[src/rtl/biquad_cascade_equalizer_macros.svh]
// ----------------------------------------------------------------------------
// biquad cascade equalizer assertion macros
// concurrent check helpers, empty when SYNTH is defined
// ----------------------------------------------------------------------------
`ifndef BIQUAD_CASCADE_EQUALIZER_MACROS_SVH
`define BIQUAD_CASCADE_EQUALIZER_MACROS_SVH

`ifndef SYNTH
`define BQEQ_ASSERT_SAME(label, clk, rst_n, ante, cons) \
    label: assert property (@(posedge clk) disable iff (!rst_n) (ante) |-> (cons)) \
        else $error("assertion failed");
`define BQEQ_ASSERT_NEXT(label, clk, rst_n, ante, cons) \
    label: assert property (@(posedge clk) disable iff (!rst_n) (ante) |=> (cons)) \
        else $error("assertion failed");
`else
`define BQEQ_ASSERT_SAME(label, clk, rst_n, ante, cons)
`define BQEQ_ASSERT_NEXT(label, clk, rst_n, ante, cons)
`endif

`endif

[src/rtl/bqeq_pkg.sv]
`timescale 1ns / 1ps
// ----------------------------------------------------------------------------
// bqeq_pkg
// shared types, codes and defaults of the biquad cascade equalizer
// ----------------------------------------------------------------------------
package bqeq_pkg;

    localparam int DEF_BANDS          = 10;
    localparam int DEF_CHANNELS       = 2;
    localparam int DEF_COEF_FRAC_BITS = 28;
    localparam int NCOEF              = 5;

    localparam logic [15:0] GAIN_RESET = 16'd16384;

    localparam logic REG_ENABLE = 1'b0;
    localparam logic REG_GAIN   = 1'b1;

    localparam logic REQ_SAMPLE = 1'b0;
    localparam logic REQ_COEF   = 1'b1;

    localparam logic [2:0] COEF_B0 = 3'd0;
    localparam logic [2:0] COEF_B1 = 3'd1;
    localparam logic [2:0] COEF_B2 = 3'd2;
    localparam logic [2:0] COEF_A1 = 3'd3;
    localparam logic [2:0] COEF_A2 = 3'd4;

    localparam logic [2:0] STEP_B0 = 3'd0;
    localparam logic [2:0] STEP_B1 = 3'd1;
    localparam logic [2:0] STEP_A1 = 3'd2;
    localparam logic [2:0] STEP_B2 = 3'd3;
    localparam logic [2:0] STEP_A2 = 3'd4;

    localparam logic [1:0] ACC_Q_Z1 = 2'd0;
    localparam logic [1:0] ACC_Q_Z2 = 2'd1;
    localparam logic [1:0] ACC_SUB  = 2'd2;
    localparam logic [1:0] ACC_Q    = 2'd3;

    typedef struct packed {
        logic               req_type;
        logic               channel;
        logic signed [15:0] sample_in;
        logic [3:0]         band_index;
        logic [2:0]         coef_select;
        logic signed [31:0] coef_value;
    } in_item_t;

    typedef struct packed {
        logic signed [15:0] sample_out;
        logic               channel_out;
    } out_item_t;

    typedef struct packed {
        logic       coef_wr;
        logic       take;
        logic       gain_ld;
        logic       band_clr;
        logic       band_inc;
        logic       z_rd;
        logic       z_k;
        logic       z_cap1;
        logic       z_cap2;
        logic       coef_rd;
        logic [2:0] coef_sel;
        logic       x_o;
        logic       mul_lo;
        logic       mul_hi;
        logic       comb;
        logic       acc_en;
        logic [1:0] acc_op;
        logic       o_ld;
        logic       z_wr;
        logic       s_adv;
        logic       out_ld;
    } cmd_t;

    typedef struct packed {
        logic in_req;
        logic in_pass;
        logic last_band;
        logic out_busy;
    } stat_t;

endpackage

[src/rtl/bqeq_ctrl.sv]
`timescale 1ns / 1ps
// ----------------------------------------------------------------------------
// bqeq_ctrl
// sequencer stepping bands and multiply-accumulate steps of each beat
// ----------------------------------------------------------------------------
module bqeq_ctrl (
    input  logic            clk,
    input  logic            rst_n,
    input  logic            in_valid,
    output logic            in_stall,
    input  bqeq_pkg::stat_t stat,
    output bqeq_pkg::cmd_t  cmd
);

    localparam logic [3:0] S_IDLE = 4'd0;
    localparam logic [3:0] S_GAIN = 4'd1;
    localparam logic [3:0] S_ZR1  = 4'd2;
    localparam logic [3:0] S_ZR2  = 4'd3;
    localparam logic [3:0] S_ZR3  = 4'd4;
    localparam logic [3:0] S_CRD  = 4'd5;
    localparam logic [3:0] S_MLO  = 4'd6;
    localparam logic [3:0] S_MHI  = 4'd7;
    localparam logic [3:0] S_COMB = 4'd8;
    localparam logic [3:0] S_ACC  = 4'd9;
    localparam logic [3:0] S_WB   = 4'd10;
    localparam logic [3:0] S_BEND = 4'd11;
    localparam logic [3:0] S_DONE = 4'd12;

    logic [3:0] state_reg;
    logic [3:0] state_next;
    logic [2:0] step_reg;
    logic [2:0] step_next;
    logic       uses_o;

    assign in_stall = (state_reg != S_IDLE);
    assign uses_o   = (step_reg == bqeq_pkg::STEP_A1) || (step_reg == bqeq_pkg::STEP_A2);

    always_comb
    begin
        state_next = state_reg;
        step_next  = step_reg;
        cmd        = '0;
        cmd.x_o    = uses_o;
        case (step_reg)
            bqeq_pkg::STEP_B0: cmd.coef_sel = bqeq_pkg::COEF_B0;
            bqeq_pkg::STEP_B1: cmd.coef_sel = bqeq_pkg::COEF_B1;
            bqeq_pkg::STEP_A1: cmd.coef_sel = bqeq_pkg::COEF_A1;
            bqeq_pkg::STEP_B2: cmd.coef_sel = bqeq_pkg::COEF_B2;
            default:           cmd.coef_sel = bqeq_pkg::COEF_A2;
        endcase
        case (step_reg)
            bqeq_pkg::STEP_B0: cmd.acc_op = bqeq_pkg::ACC_Q_Z1;
            bqeq_pkg::STEP_B1: cmd.acc_op = bqeq_pkg::ACC_Q_Z2;
            bqeq_pkg::STEP_B2: cmd.acc_op = bqeq_pkg::ACC_Q;
            default:           cmd.acc_op = bqeq_pkg::ACC_SUB;
        endcase
        case (state_reg)
            S_IDLE:
            begin
                if (in_valid)
                begin
                    if (stat.in_req)
                    begin
                        cmd.coef_wr = 1'b1;
                    end
                    else
                    begin
                        cmd.take     = 1'b1;
                        cmd.band_clr = 1'b1;
                        state_next   = stat.in_pass ? S_DONE : S_GAIN;
                    end
                end
            end
            S_GAIN:
            begin
                cmd.gain_ld = 1'b1;
                state_next  = S_ZR1;
            end
            S_ZR1:
            begin
                cmd.z_rd   = 1'b1;
                cmd.z_k    = 1'b0;
                state_next = S_ZR2;
            end
            S_ZR2:
            begin
                cmd.z_rd   = 1'b1;
                cmd.z_k    = 1'b1;
                cmd.z_cap1 = 1'b1;
                state_next = S_ZR3;
            end
            S_ZR3:
            begin
                cmd.z_cap2 = 1'b1;
                step_next  = bqeq_pkg::STEP_B0;
                state_next = S_CRD;
            end
            S_CRD:
            begin
                cmd.coef_rd = 1'b1;
                state_next  = S_MLO;
            end
            S_MLO:
            begin
                cmd.mul_lo = 1'b1;
                state_next = S_MHI;
            end
            S_MHI:
            begin
                cmd.mul_hi = 1'b1;
                state_next = S_COMB;
            end
            S_COMB:
            begin
                cmd.comb   = 1'b1;
                state_next = S_ACC;
            end
            S_ACC:
            begin
                cmd.acc_en = 1'b1;
                cmd.o_ld   = (step_reg == bqeq_pkg::STEP_B0);
                if (uses_o)
                begin
                    state_next = S_WB;
                end
                else
                begin
                    step_next  = step_reg + 3'd1;
                    state_next = S_CRD;
                end
            end
            S_WB:
            begin
                cmd.z_wr = 1'b1;
                cmd.z_k  = (step_reg == bqeq_pkg::STEP_A2);
                if (step_reg == bqeq_pkg::STEP_A2)
                begin
                    state_next = S_BEND;
                end
                else
                begin
                    step_next  = step_reg + 3'd1;
                    state_next = S_CRD;
                end
            end
            S_BEND:
            begin
                cmd.s_adv = 1'b1;
                if (stat.last_band)
                begin
                    state_next = S_DONE;
                end
                else
                begin
                    cmd.band_inc = 1'b1;
                    state_next   = S_ZR1;
                end
            end
            S_DONE:
            begin
                if (!stat.out_busy)
                begin
                    cmd.out_ld = 1'b1;
                    state_next = S_IDLE;
                end
            end
            default:
            begin
                state_next = S_IDLE;
            end
        endcase
    end

    always_ff @(posedge clk or negedge rst_n)
    begin
        if (!rst_n)
        begin
            state_reg <= S_IDLE;
            step_reg  <= bqeq_pkg::STEP_B0;
        end
        else
        begin
            state_reg <= state_next;
            step_reg  <= step_next;
        end
    end

endmodule

[config.mk]
export PLATFORM = sky130hd
export DESIGN_NAME = bqeq_ctrl
export DESIGN_NICKNAME = d
export VERILOG_FILES = /design/src/rtl/biquad_cascade_equalizer_macros.svh /design/src/rtl/bqeq_pkg.sv /design/src/rtl/bqeq_ctrl.sv
export SDC_FILE = /design/constraint.sdc
export NUM_CORES = 1
export LEC_CHECK = 0
export BUFFER_PORTS_ARGS = -buffer_cell sky130_fd_sc_hd__buf_4
export CORE_UTILIZATION = 30
export CTS_CLUSTER_DIAMETER = 30
export DETAILED_ROUTE_END_ITERATION = 10
export HOLD_SLACK_MARGIN = 0.15
export PLACE_DENSITY = 0.65
export RECOVER_POWER = 50
export SLEW_MARGIN = 20
export SYNTH_ARGS = -nofsm -noshare
export SYNTH_HDL_FRONTEND = slang
export SYNTH_SLANG_ARGS = --single-unit
[constraint.sdc]
create_clock -name clk -period 1.95 [get_ports clk]
set_clock_uncertainty 0.1 [all_clocks]
set_input_delay 0.0975 -clock clk [delete_from_list [all_inputs] [get_ports clk]]
set_output_delay 0.0975 -clock clk [all_outputs]
set_load 0.01 [all_outputs]
# ---- After elaboration in Yosys (flattened, before gate mapping)
# Cells that the tools add are included.
dict set report classes {
  addsub 1
  mul 0
  n_div 0
  n_lt_le_gt_ge 0
  n_eq_ne 21
  shift 0
  mux 36
  bitwise 0
  reduce_logical 8
}
# cell n
set op_table {}
lappend op_table {{4-bit one-hot mux with 13 select lines} 1}
lappend op_table {{4-bit two-way mux} 7}
lappend op_table {{4-bit equality test (second input constant)} 5}
lappend op_table {{1-bit two-way mux} 20}
lappend op_table {{4-bit by 3-bit equality test with 1-bit output (second input constant)} 4}
lappend op_table {{3-bit one-hot mux with 4 select lines} 1}
lappend op_table {{2-bit inequality test (second input constant)} 5}
lappend op_table {{3-bit one-hot mux with 3 select lines} 1}
lappend op_table {{4-bit by 2-bit equality test with 1-bit output (second input constant)} 2}
lappend op_table {{3-bit by 2-bit equality test with 1-bit output (second input constant)} 2}
lappend op_table {{3-bit two-way mux} 2}
lappend op_table {{2-bit one-hot mux with 3 select lines} 1}
lappend op_table {{3-bit AND reduction} 2}
lappend op_table {{4-bit by 1-bit equality test with 1-bit output (second input constant)} 1}
lappend op_table {{4-bit logical NOT} 1}
lappend op_table {{2-bit two-way mux} 2}
lappend op_table {{4-bit nonzero test} 1}
lappend op_table {{3-bit by 1-bit adder with 3-bit output (second input constant)} 1}
lappend op_table {{3-bit by 1-bit equality test with 1-bit output (second input constant)} 1}
lappend op_table {{3-bit equality test (second input constant)} 1}
lappend op_table {{3-bit logical NOT} 1}
lappend op_table {{3-bit nonzero test} 1}
lappend op_table {{1-bit one-hot mux with 2 select lines} 1}
lappend op_table {{2-bit OR reduction} 1}
lappend op_table {{1-bit logical OR} 1}
dict set report word_totals {
  ff_bits 7
  latchBits 0
  mem_bits_rw 0
  mem_bits_ro 0
  out_inout_bits 25
  wordCells 68
  memories 0
}

# ---- Longest topological paths before layout
# Gate-level depths: netlist of the first run.
dict set report logic_depth {
  ltp_word 4
  depth_mapped 6
  ltp_nobuf 6
}

# ---- Worst setup path before layout of the first run
# OpenSTA, ideal clock, no wires.
dict set report synth_timing {
  kind {register to register}
  from {reg step_reg[0]}
  to {reg step_reg[0]}
  arrival_ps 1329
  setup_slack_ps 390
  stages_incl_launch_ff 7
  n_path_buf 0
  period_less_slack_ps 1560
  path_cell_list {dfrtp_1 inv_1 ha_1 mux2_4 nor3_2 a21oi_2 mux2i_1}
}
dict set report synth_via {
  elab_chain_len 4
}
# item line_no
set synth_lines {}
lappend synth_lines {{from (decl)} bqeq_ctrl.sv:31} ;# logic [2:0] step_reg;
lappend synth_lines {{from (signal assigned)} bqeq_ctrl.sv:179} ;# step_reg <= bqeq_pkg::STEP_B0;
lappend synth_lines {{from (signal assigned)} bqeq_ctrl.sv:184} ;# step_reg <= step_next;
lappend synth_lines {{3-bit by 2-bit equality test with 1-bit output or 3-bit equality test (tied branches)} bqeq_ctrl.sv:36} ;# assign uses_o = (step_reg == bqeq_pkg::STEP_A1) || (step_reg == bqeq_pkg::STEP_A2);
lappend synth_lines {{1-bit logical OR (*)} bqeq_ctrl.sv:36}
lappend synth_lines {{net uses_o} bqeq_ctrl.sv:33} ;# logic uses_o;
lappend synth_lines {{2-bit inequality test (no source line) (*)} n/a}
lappend synth_lines {{3-bit AND reduction (no source line) (*)} n/a}
# The timed path passes the listed nets; every way through them passes the cells marked *. The select of a mux whose other input is x is not followed.
# A chain may end at the register's enable or synchronous reset.

==> results of run 1 <==
-- metrics by stage --
step           instance area [sq um]  hold WS [ns]
2_1_floorplan                    732        -0.298
3_3_place_gp                     976        -0.185
3_5_place_dp                     976        -0.186
4_1_cts                         1020         0.170
5_1_grt                          993         0.199
6_report                         993         0.182
-- logic make-up (layout without fill, tap and decap cells) --
logic type                 after synthesis  count (layout)
buffers and inverters                   15              47
AOI/OAI and AO/OA                       19              19
DFF                                      7               7
muxes                                    6               6
and+or+nand+nor                         44              44
adders and majority gates                6               6
-- layout by cell type (no fill, tap or decap), types with 5 or more instances in the layout --
master	Yosys	routed
nor2_1	14	14
mux2i_1	5	5
nand2_1	9	9
inv_1	8	6
nand2b_1	6	6
nor3_1	5	5
a21o_1	5	5
buf_4	2	24
clkbuf_1	1	9
dfrtp_1	7	7
ha_1	6	6
-- layout make-up --
cell class | instances | area, sq um
Fill cell | 252 | 1260
Tap cell | 28 | 35.0
Sequential cell | 7 | 175
Clock buffer | 4 | 26.3
Multi-Input combinational cell | 75 | 489
Timing Repair Buffer | 35 | 238
Inverter | 8 | 30.0
-- final timing paths --
path	start	to	slack, ns	depth (start not counted)
setup / recovery	step_reg[1]	cmd[17]	0.15	7
max in group asynchronous	rst_n	state_reg[0]	0.80	3
hold reg to reg	step_reg[0]	step_reg[0]	0.46	1
setup reg to reg	step_reg[0]	step_reg[0]	0.21	6
min in group asynchronous	rst_n	step_reg[1]	0.71	3
hold / removal	stat[1]	state_reg[3]	0.18	4
-- power groups by stage --
stage	sequential (mW)	clock, mW	combinational, mW
after floorplan	0.270	0	0.692
after global placement	0.334	0	0.960
after detailed placement	0.339	0	0.971
after CTS	0.335	0.137	0.978
after global routing	0.353	0.145	1.03
final	0.337	0.130	0.910
-- timing repair --
item,in CTS,in global routing
buffers inserted,0,0
hold buffers,2,0
gates resized for setup,0,3
setup endpoints to repair,0,1
endpoints found under the hold margin,7,0
-- critical path, cell delays in order, from the launching register on --
cell and delay [ns]:
dfrtp_1 0.42, inv_2 0.11, ha_1 0.17, nand2_1 0.13, nor2_1 0.12, mux2i_1 0.09, nor3b_2 0.19, buf_4 0.14
-- per-layer routing --
layer	vias up	wire, microns	global-route usage [%]
met1	335	835	18.2
met5	-	0	0
met4	0	9	4.05
met3	2	73	3.87
li1	395	-	-
met2	13	908	27.7
==> qor.yml, run 1 <==
floorplanning:
  die_area_sq_um: 2640
  initial_core_util_pct: 32.5
  rows: 17
  io_pins: 32
  core_area_sq_um: 2250
  fp.dieW_microns: 51.4
  die_y_microns: 51.4
yosys:
  synthCells: 97
  synth_top_family_by_area: "simple AND/OR/NAND/NOR gates"
  synth_top_area_share_pct: 23.9
  synthAdderAreaFrac_pct: 10.3
  syn_area_per_cell_sq_um: 7.55
  async_flop_share_pct: 100
  synth_simple_gate_area_share_pct: 29.9
  ys_seq_area_share_pct: 23.9
  synth_nets: 110
  synthMuxAreaShare_pct: 8.89
  synthTopCellsByArea: "dfrtp_1 (24%), ha_1 (10%), nor2_1 (7.2%), mux2i_1 (6.8%), a21o_1 (5.1%)"
  post-synth-top-count-cell: "nor2_1"
  synth_edf_count: 0
  synthXorXnorAreaFrac_pct: 0
  ys_ff_latch: 7
  yosysTopAreaCell: "dfrtp_1"
  synth-main-ff-cell: "dfrtp_1"
  ys.warnings.count: 0
  syn_area_sq_um: 732
  ys_types: 31
  ys_top_cells_by_count: "nor2_1 (14), nand2_1 (9), inv_1 (8), dfrtp_1 (7)"
  synth_compound_area_share_pct: 17.6
pwr:
  power.internal_uw: 686
  swShare_pct: 50.2
  seqPwrFrac_pct: 24.5
  p_sw_uw: 693
  power.density_nw_per_um2: 1390
  irDropWorstVdd_mv: 0.506
  pwr-share-comb_pct: 66.0
  power_leakage_nw: 0.509
  clkPwrFrac_pct: 9.5
  design_power_total_mw: 1.38
setup_path:
  critPathCaptureType: "primary output"
  crit_path_start_kind: "register"
  critPathArrivalTime_ns: 1.60
  required_ns: 1.75
  critPathMaxFanout: 5
  critical_path_class: "register to primary output"
cts:
  path_clk_slew_ns: 0.05
  htree_levels: 1
  clk_latency_ns: 0.25
  numCtsBuffers: 3
  cts_tree: "built"
  clockBufferDepth: 2
  clock-sinks: 7
  root_buffer: "clkbuf_4"
detailed_routing:
  wl_per_cell_microns: 11.6
  vias_per_cell: 4.75
  drtIter0Drc: 6
  antenna_left: 0
  routed_wl_mm: 1.83
  drcViolationCount: 0
  vias: 745
  drt_first_pass_iters: 4
sta:
  max_slew_margin_pct: 72.4
  tns_ns: 0
  rsz0062_at_grt: "false"
  setup_viol: 0
  worstMarginPinSlew_ns: 0.415
  finalCriticalPeriod_ns: 1.80
  setup_slack_ns: 0.148
  slew_violations: 0
  max_freq_ghz: 0.555
  hold_viol: 0
  fin_crit_sh_pct: 92.4
placed_design:
  placed_cells: 151
  place_hpwl_mm: 1.46
  pre_cts_ws_ns: 0.264
  portBuffers: 31
  gp_congestion: 0.771
finish:
  fin_util_pct: 44.1
  drive_gt1_share_pct: 25.6
  largest_reg_flops: 4
  diodes: 0
  syn2layout_area_growth_pct: 35.7
  nets: 143
  stdcell_count: 157
job:
  maxCapViolCount: 0
min_path:
  worstHoldPathType: "input pin to register"
grt:
  grt_max_degree: 16
  antenna_found_initial: 0
  grt_pass1_vias: 768
  grt_usage_pct: 15.5
  grt_pass1_wl_mm: 3.16
  globalRouteOverflowTotal: 0
outcome:
  outcome: "completed"
No activity file was read; power rests on OpenSTA's default activity.
==> run 2: changes to the inputs <==
--- a/config.mk
+++ b/config.mk
@@ -10,7 +10,7 @@
 export CTS_CLUSTER_DIAMETER = 30
 export DETAILED_ROUTE_END_ITERATION = 10
 export HOLD_SLACK_MARGIN = 0.15
-export PLACE_DENSITY = 0.65
+export PLACE_DENSITY_LB_ADDON = 0.1
 export RECOVER_POWER = 50
 export SLEW_MARGIN = 20
 export SYNTH_ARGS = -nofsm -noshare
==> qor.yml, run 2 (same netlist as run 1, synthesis figures left out) <==
pwr:
  pwr-share-comb_pct: 66.9  # +0.9 points
  power_leakage_nw: 0.522  # +2.6%
  clkPwrFrac_pct: 9.3  # -0.2 points
  irDropWorstVdd_mv: 0.666  # +32%
  power.density_nw_per_um2: 1400  # +0.80%
  swShare_pct: 50.2  # -0.074 points
  power.internal_uw: 705  # +2.7%
  seqPwrFrac_pct: 23.8  # -0.7 points
  p_sw_uw: 709  # +2.4%
setup_path:
  critical_path_class: "register to primary output"
  critPathMaxFanout: 15  # +10
  path_cells: "nand2b_1 -> nor2_2 -> and3_1 -> buf_4"
  critPathCaptureType: "primary output"
  required_ns: 1.75  # about the same
  crit_path_start_kind: "register"
  crit_slowest_cell: "dfrtp_1"
  cpPeakStageDelay_ns: 0.53  # +0.11 ns
  critPathArrivalTime_ns: 1.60  # about the same
  r2r_cells: 6  # unchanged
finish:
  fin_util_pct: 44.8  # +0.78 points
  nets: 144  # +0.70%
  largest_reg_flops: 4  # unchanged
  syn2layout_area_growth_pct: 38.1
  drive_gt1_share_pct: 28.5  # +2.9 points
  layout_commonest_cell: "buf_4"
  diodes: 0  # unchanged
  layout_common_cells: "buf_4 (27), nor2_1 (13), nand2_1 (9), clkbuf_1 (7), dfrtp_1 (7)"
detailed_routing:
  drtIter0Drc: 12  # +6
  vias_per_cell: 4.96  # +4.6%
  drt_first_pass_iters: 4  # unchanged
  drcViolationCount: 0  # unchanged
  wl_per_cell_microns: 12.0  # +3.0%
  antenna_left: 0  # unchanged
  vias: 784  # +5.2%
  routed_wl_mm: 1.89  # +3.6%
sta:
  finalCriticalPeriod_ns: 1.80  # -0.00619 ns
  max_freq_ghz: 0.557  # +0.34%
  max_slew_margin_pct: 71.0  # -1.4 points
  hold_viol: 0  # unchanged
  worstMarginPinSlew_ns: 0.435  # +0.0209 ns
  rsz0062_at_grt: "false"
  slew_violations: 0  # unchanged
  fin_crit_sh_pct: 92.1  # -0.32 points
  tns_ns: 0  # unchanged
  hold_ws_ns: 0.190  # +0.00845 ns
  setup_viol: 0  # unchanged
floorplanning:
  die_y_microns: 51.4  # unchanged
  rows: 17  # unchanged
  io_pins: 32  # unchanged
  core_area_sq_um: 2250  # unchanged
  die_area_sq_um: 2640  # unchanged
  fp.dieW_microns: 51.4  # unchanged
  initial_core_util_pct: 32.5  # unchanged
grt:
  grt_pass1_wl_mm: 3.01  # -4.8%
  antenna_found_initial: 0  # unchanged
  grt_max_degree: 16  # unchanged
  grt_pass1_vias: 672  # -13%
  globalRouteOverflowTotal: 0  # unchanged
  grt_usage_pct: 15.0  # -0.55 points
placed_design:
  place_hpwl_mm: 1.46  # -0.18%
  gp_congestion: 0.810  # +5.1%
  portBuffers: 31  # unchanged
cts:
  numCtsBuffers: 3  # unchanged
  path_clk_slew_ns: 0.05  # about the same
  clock-sinks: 7  # unchanged
  htree_levels: 1  # unchanged
  cts_setup_buffers: 0  # unchanged
  root_buffer: "clkbuf_4"
  clockBufferDepth: 2  # unchanged
  clk_latency_ns: 0.25  # about the same
  cts_tree: "built"
outcome:
  outcome: "completed"
job:
  maxCapViolCount: 0  # unchanged
min_path:
  worstHoldPathType: "input pin to register"
  whs_path_depth: 4  # unchanged
## run 2: changes by cell type in the layout (fill, tap and decap cells not counted)
| cell | previous run | this run |
|---|---|---|
| buf_4 | 24 | 27 |
| clkbuf_1 | 9 | 7 |
| nor2_1 | 14 | 13 |
| nor2_2 | 0 | 1 |
## run 2: stage by stage
step                cells  total power [mW]  instance area (sq um)  setup slack (ns)
CTS                   158              1.47                   1030            0.0695
finish                158              1.41                   1010             0.154
detailed placement    152              1.33                    983             0.271
floorplan              97             0.962                    732             0.390
global placement      152              1.33                    983             0.279
global route          158              1.56                   1010            0.0250
## run 2: repair_timing
item	CTS	global route
gates resized for setup	0	4
hold endpoints to repair	7	0
hold buffers	2	0
setup endpoints to repair	0	1
## run 2: worst paths after layout
path	end	slack [ns]	from
max in group asynchronous	state_reg[3]	0.79	rst_n
min in group asynchronous	step_reg[0]	0.72	rst_n
setup reg to reg	step_reg[1]	0.17	step_reg[0]
setup / recovery	cmd[3]	0.15	state_reg[1]
hold reg to reg	step_reg[0]	0.46	step_reg[0]
hold / removal	state_reg[3]	0.19	stat[1]
## run 2: power groups by stage
stage	clock network, mW	logic (mW)	registers, mW
after floorplan	0	0.692	0.270
after global placement	0	0.995	0.334
after detailed placement	0	0.989	0.336
after CTS	0.137	0.996	0.334
after global routing	0.143	1.06	0.350
final	0.131	0.946	0.337
## run 2: critical path: cells and delay by family, from the launching register on
kind / cells / cell delay [ns]
buffers and inverters: 1 / 0.11
DFF: 1 / 0.53
and+or+nand+nor: 3 / 0.69
## run 2: layout make-up
cell class	count	area, sq um
Sequential cell	7	175
Multi-Input combinational cell	75	492
Tap cell	28	35.0
Inverter	8	30.0
Fill cell	248	1240
Timing Repair Buffer	36	253
Clock buffer	4	26.3
## run 2: routing by layer
layer,wire length [microns],GRT usage (%),up-vias
li1,-,-,399
met1,928,21.9,353
met2,844,22.3,30
met3,101,1.79,2
met4,18,5.41,0
met5,0,0,-
